==> src/rtl/disc_sector_locator_macros.svh <==
// Assertion macros shared by the locator RTL.
`ifndef DISC_SECTOR_LOCATOR_MACROS_SVH
`define DISC_SECTOR_LOCATOR_MACROS_SVH

// Same-cycle implication, sampled on clk_i, off during reset.
`define DSL_ASSERT_NOW(lbl, pre, post) \
  lbl: assert property (@(posedge clk_i) disable iff (!rst_ni) (pre) |-> (post)) \
    else $error("disc_sector_locator: check failed");

// Next-cycle implication, sampled on clk_i, off during reset.
`define DSL_ASSERT_NEXT(lbl, pre, post) \
  lbl: assert property (@(posedge clk_i) disable iff (!rst_ni) (pre) |=> (post)) \
    else $error("disc_sector_locator: check failed");

`endif

==> src/rtl/dsl_pkg.sv <==
package dsl_pkg;

  localparam logic OP_WRITE = 1'b0;
  localparam logic OP_XLATE = 1'b1;

  localparam int FramesPerSec = 75;
  localparam int FramesPerMin = 4500;

  localparam logic [11:0] RAW_LEN  = 12'd2352;
  localparam logic [11:0] PAY_LEN  = 12'd2048;
  localparam logic [4:0]  PAY_POS  = 5'd24;
  localparam logic [4:0]  RAW_POS  = 5'd0;

  typedef struct packed {
    logic        raw;
    logic [11:0] stride;
    logic [35:0] base;
    logic [18:0] count;
    logic [18:0] first;
  } slot_t;

  typedef struct packed {
    logic [7:0] minute;
    logic [6:0] second;
    logic [6:0] frame;
  } hdr_t;

endpackage

==> src/rtl/dsl_msf.sv <==
module dsl_msf (
  input  logic          clk_i,
  input  logic          rst_ni,
  input  logic          start_i,
  input  logic [19:0]   abs_i,
  output logic          idle_o,
  output dsl_pkg::hdr_t hdr_o
);
  import dsl_pkg::*;

  localparam logic [2:0] PH_IDLE = 3'd0;
  localparam logic [2:0] PH_MIN  = 3'd1;
  localparam logic [2:0] PH_SEC  = 3'd2;
  localparam logic [2:0] PH_BM   = 3'd3;
  localparam logic [2:0] PH_BS   = 3'd4;
  localparam logic [2:0] PH_BF   = 3'd5;

  localparam logic [19:0] DVS_MIN = 20'(FramesPerMin * 64);
  localparam logic [19:0] DVS_SEC = 20'(FramesPerSec * 32);
  localparam logic [19:0] DVS_BCD = 20'(10 * 8);

  logic [2:0]  phase_q, phase_d;
  logic [19:0] rem_q, rem_d, dvs_q, dvs_d;
  logic [6:0]  quo_q, quo_d;
  logic [2:0]  cnt_q, cnt_d;
  logic [6:0]  min_q, min_d, frm_q, frm_d;
  logic [5:0]  sec_q, sec_d;
  hdr_t        hdr_q, hdr_d;

  logic        ge;
  logic [19:0] diff, r_nx;
  logic [6:0]  q_nx;

  // shared compare-subtract step
  assign ge   = rem_q >= dvs_q;
  assign diff = rem_q - dvs_q;
  assign r_nx = ge ? diff : rem_q;
  assign q_nx = {quo_q[5:0], ge};

  always_comb begin
    phase_d = phase_q;
    rem_d   = r_nx;
    dvs_d   = dvs_q >> 1;
    quo_d   = q_nx;
    cnt_d   = cnt_q - 3'd1;
    min_d   = min_q;
    sec_d   = sec_q;
    frm_d   = frm_q;
    hdr_d   = hdr_q;
    unique case (phase_q)
      PH_IDLE: begin
        rem_d = abs_i;
        dvs_d = DVS_MIN;
        quo_d = '0;
        cnt_d = 3'd6;
        if (start_i) begin
          phase_d = PH_MIN;
        end
      end
      PH_MIN: begin
        if (cnt_q == 3'd0) begin
          min_d   = q_nx;
          dvs_d   = DVS_SEC;
          quo_d   = '0;
          cnt_d   = 3'd5;
          phase_d = PH_SEC;
        end
      end
      PH_SEC: begin
        if (cnt_q == 3'd0) begin
          sec_d   = q_nx[5:0];
          frm_d   = r_nx[6:0];
          rem_d   = 20'(min_q);
          dvs_d   = DVS_BCD;
          quo_d   = '0;
          cnt_d   = 3'd3;
          phase_d = PH_BM;
        end
      end
      PH_BM: begin
        if (cnt_q == 3'd0) begin
          hdr_d.minute = {q_nx[3:0], r_nx[3:0]};
          rem_d   = 20'(sec_q);
          dvs_d   = DVS_BCD;
          quo_d   = '0;
          cnt_d   = 3'd3;
          phase_d = PH_BS;
        end
      end
      PH_BS: begin
        if (cnt_q == 3'd0) begin
          hdr_d.second = {q_nx[2:0], r_nx[3:0]};
          rem_d   = 20'(frm_q);
          dvs_d   = DVS_BCD;
          quo_d   = '0;
          cnt_d   = 3'd3;
          phase_d = PH_BF;
        end
      end
      PH_BF: begin
        if (cnt_q == 3'd0) begin
          hdr_d.frame = {q_nx[2:0], r_nx[3:0]};
          phase_d = PH_IDLE;
        end
      end
      default: begin
        phase_d = PH_IDLE;
      end
    endcase
  end

  always_ff @(posedge clk_i or negedge rst_ni) begin
    if (!rst_ni) begin
      phase_q <= PH_IDLE;
    end else begin
      phase_q <= phase_d;
    end
  end

  always_ff @(posedge clk_i) begin
    rem_q <= rem_d;
    dvs_q <= dvs_d;
    quo_q <= quo_d;
    cnt_q <= cnt_d;
    min_q <= min_d;
    sec_q <= sec_d;
    frm_q <= frm_d;
    hdr_q <= hdr_d;
  end

  assign idle_o = phase_q == PH_IDLE;
  assign hdr_o  = hdr_q;

endmodule
==> config.mk <==
export PLATFORM = sky130hd
export DESIGN_NAME = dsl_msf
export DESIGN_NICKNAME = d
export VERILOG_FILES = /design/src/rtl/disc_sector_locator_macros.svh /design/src/rtl/dsl_pkg.sv /design/src/rtl/dsl_msf.sv
export SDC_FILE = /design/constraint.sdc
export NUM_CORES = 1
export LEC_CHECK = 0
export BUFFER_PORTS_ARGS = -buffer_cell sky130_fd_sc_hd__buf_2
export CAP_MARGIN = 30
export CORE_ASPECT_RATIO = 1.5
export CORE_MARGIN = 1.5
export CORE_UTILIZATION = 55
export CTS_BUF_LIST = sky130_fd_sc_hd__clkbuf_8
export DETAILED_ROUTE_END_ITERATION = 8
export GPL_ROUTABILITY_DRIVEN = 0
export PLACE_DENSITY = 0.81
export SETUP_SLACK_MARGIN = 0.02
export SLEW_MARGIN = 20
export SYNTH_ARGS = -nofsm -noshare
export SYNTH_HDL_FRONTEND = slang
export SYNTH_SLANG_ARGS = --single-unit
==> constraint.sdc <==
create_clock -name clk_i -period 4.4 [get_ports clk_i]
set_input_delay 0.22 -clock clk_i [delete_from_list [all_inputs] [get_ports clk_i]]
set_output_delay 0.22 -clock clk_i [all_outputs]
set_load 0.01 [all_outputs]
==> flow_summary.yaml <==
setup_path:
  ff2ff_path_depth: 10
  timing.critical_path.arrival_ns: 3.31
  crit_path_cell_trace: "inv_1 > ha_1 > a21o_1 > a211oi_2 > a21boi_2 > a32o_2 > inv_2 > nand2_1 > nand2_1 > a221o_1"
  critical-path-top-delay-family: "compound AO/OA/AOI/OAI gates"
  timing.setup.critical_path_class: "reg2reg"
  critPathSlowestCell: "sky130_fd_sc_hd__a32o_2"
  critPathMostFrequentCell: "sky130_fd_sc_hd__nand2_1"
  critPathLaunchType: "flop"
  worst-path-stages: 10
  cp_data_required_time_ns: 4.66
  worst-path-buf-inv: 2
  slowest_delay_ns: 0.58
  worstPathMaxFanout: 26
  timing.critical_path.to_type: "flop"
yosys:
  synth_area_leaders: "sky130_fd_sc_hd__edfxtp_1, sky130_fd_sc_hd__dfxtp_1, sky130_fd_sc_hd__ha_1"
  gate_count_post_synth: 428
  yosys-top-cells-count: "sky130_fd_sc_hd__dfxtp_1, sky130_fd_sc_hd__edfxtp_1, sky130_fd_sc_hd__nand2_1, sky130_fd_sc_hd__a21oi_1, sky130_fd_sc_hd__inv_1"
  postSynthRegisterBits: 93
  synth.mux.area_fraction_pct: 0.259
  synth-edff-count: 42
  synthDistinctLibCells: 52
  synth_area_per_cell_um2: 10.2
  largest_family_of_logic_cells_by_synthesized_area: "compound AO/OA/AOI/OAI gates"
  synth_top_area_cell: "sky130_fd_sc_hd__edfxtp_1"
  netlist_area_mm2: 0.00435
  fraction_of_the_mapped_netlist_area_in_compound_gates_pct: 18.9
  synth_simple_gate_area_share_pct: 14.3
  post_synthesis_sequential_area_ratio_pct: 52.8
  yosys_most_used_dff: "sky130_fd_sc_hd__dfxtp_1"
  post_synth_xor_area_fraction_pct: 2.82
  synth_top_area_share_pct: 29.0
  post_synthesis_net_count: 473
  async_flop_share_pct: 3.23
  synth.most_common_cell: "sky130_fd_sc_hd__dfxtp_1"
  synthAdderAreaFrac_pct: 6.50
  synthesis.yosys.warnings: 0
floorplanning:
  start_util_pct: 56.8
  ioPinCount: 46
  design.die.area_mm2: 0.00846
  coreArea_mm2: 0.00766
  die-height_um: 112
  standard_cell_rows: 39
  die_w_um: 75.6
global_routing:
  antenna_found_initial: 0
  grt.overflow.total: 0
  grt_util_all_layers_pct: 24.8
  wire_length_of_the_first_global_routing_pass_mm: 15.6
  largest_net_degree_at_the_start_of_global_routing: 27
  vias_in_the_first_global_route: 3382
sta:
  hold_viol_final: 0
  max_slew.worst_pin.slew_ns: 0.892
  timing.fmax_mhz: 328
  worst_clock_skew_ns: 0.0101
  setup_viol_count_final: 0
  timing.slew.headroom_pct: 40.6
  final_max_slew_viol_count: 0
  finalCriticalPeriod_ns: 3.05
  grt_setup_unrepaired: "false"
  period_utilization_post_route_pct: 69.4
  fin_setup_tns_ns: 0
final_layout:
  count_of_inserted_antenna_diode_cells: 0
  drive_above_1_share_pct: 16.5
  area_overhead_vs_synth_pct: 12.3
  layout.nets: 519
place:
  place_hpwl_mm: 6.97
  buffer_ports.inserted: 45
cts:
  sink_count_of_the_clock_tree: 93
  h-tree-depth: 3
  tritoncts.num_buffers: 9
  cts_repair_resized_insts: 0
  cts_root_buffer: "sky130_fd_sc_hd__clkbuf_8"
  tritoncts: "built"
  clock_path_buffers: 2
  number_of_buffers_inserted_by_post_cts_setup_repair: 0
  clk_latency_ns: 0.36
  cts.clk_slew.worst_paths_ns: 0.09
drt:
  total_wire_length_after_detailed_routing_mm: 9.68
  post_drt_via_cell_ratio: 5.85
  avgRoutedWirePerCell_um: 16.7
  detail-route-antenna-nets: 0
  post-route-drc-count: 0
  routed-via-count: 3397
  detail_route.first_pass.iterations: 4
  drtIter0Drc: 227
run:
  cap_violations: 0
run_status:
  outcome: "completed"
hold_path:
  min_delay_path_depth: 3
  worst_hold_path_type: "in2reg"
worst paths after layout:
check / from / to / slack (ns)
worst min-delay path: abs_i[8] / rem_q[8]$_DFF_P_ / 0.06
min in group asynchronous: rst_ni / phase_q[0]$_DFFE_PN0P_ / 0.16
worst max-delay path: dvs_q[17]$_DFF_P_ / rem_q[3]$_DFF_P_ / 1.35
worst min register to register: quo_q[5]$_DFF_P_ / min_q[6]$_DFFE_PP_ / 0.42
worst max register to register: dvs_q[17]$_DFF_P_ / rem_q[3]$_DFF_P_ / 1.35
max in group asynchronous: rst_ni / phase_q[2]$_DFFE_PN0P_ / 4.14
cell type report:
type | count | area [µm²]
Fill cell | 644 | 2780
Sequential cell | 93 | 2300
Multi-Input combinational cell | 287 | 1870
Timing Repair Buffer | 51 | 273
Tap cell | 102 | 128
Clock buffer | 9 | 124
Inverter | 32 | 120
Clock inverter | 7 | 73.8
kinds of logic (layout without fill, tap and decap cells):
kind of cell	after synthesis	in the layout
fa+ha+maj	22	22
xor+xnor	14	14
simple gates	128	128
mux	1	1
flops	93	93
compound gates	122	122
buf+inv	48	99
sequential cells by signal, indices dropped and copies added (netlist names):
name,flops
hdr_o,22
rem_q,20
dvs_q,19
frm_q,7
min_q,7
quo_q,6
sec_q,6
cnt_q,3
phase_q,3
routing by layer:
metal	GRT usage [%]	vias up	part of all wire, %
met5	0	-	0
met4	15.5	0	4.1
met3	4.43	33	4.8
met2	42.2	128	53
met1	27.3	1584	38
li1	-	1652	-
worst reg2reg max path: stages, from the launching register on:
cell                       delay [ns]
sky130_fd_sc_hd__dfxtp_1         0.33
sky130_fd_sc_hd__inv_1           0.05
sky130_fd_sc_hd__ha_1            0.38
sky130_fd_sc_hd__a21o_1          0.23
sky130_fd_sc_hd__a211oi_2        0.26
sky130_fd_sc_hd__a21boi_2        0.20
sky130_fd_sc_hd__a32o_2          0.58
sky130_fd_sc_hd__inv_2           0.31
sky130_fd_sc_hd__nand2_1         0.12
sky130_fd_sc_hd__nand2_1         0.12
sky130_fd_sc_hd__a221o_1         0.37
cells in the final DEF, fill, tap and decap left out, types with 13 or more instances in the layout:
| master | instances |
|---|---|
| sky130_fd_sc_hd__nor3_1 | 16 |
| sky130_fd_sc_hd__inv_1 | 32 |
| sky130_fd_sc_hd__nand2_1 | 39 |
| sky130_fd_sc_hd__o21ai_0 | 30 |
| sky130_fd_sc_hd__dfxtp_1 | 48 |
| sky130_fd_sc_hd__ha_1 | 21 |
| sky130_fd_sc_hd__a21oi_1 | 30 |
| sky130_fd_sc_hd__buf_2 | 45 |
| sky130_fd_sc_hd__edfxtp_1 | 42 |
| sky130_fd_sc_hd__nand3_1 | 13 |
| sky130_fd_sc_hd__nor2_1 | 22 |
repair_timing:
action | in CTS | in global routing
setup endpoints to repair | 0 | 0
hold endpoints to repair | 3 | 0
hold buffers | 1 | 0
per-stage QoR:
step	setup WS (ns)	instances	hold WS [ns]	cell area, µm²	utilization, %
floorplan	1.96	428	-0.0756	4350	-
global placement	1.46	564	0.0158	4680	61.1
detailed placement	1.38	564	0.0182	4680	61.1
CTS	1.35	581	0.0403	4890	63.8
global route	1.12	581	0.0473	4890	63.8
finish	1.35	581	0.0569	4890	63.8
Power is not shown: default switching activity piles up to over one toggle a cycle in this logic, so the estimate is an artifact.
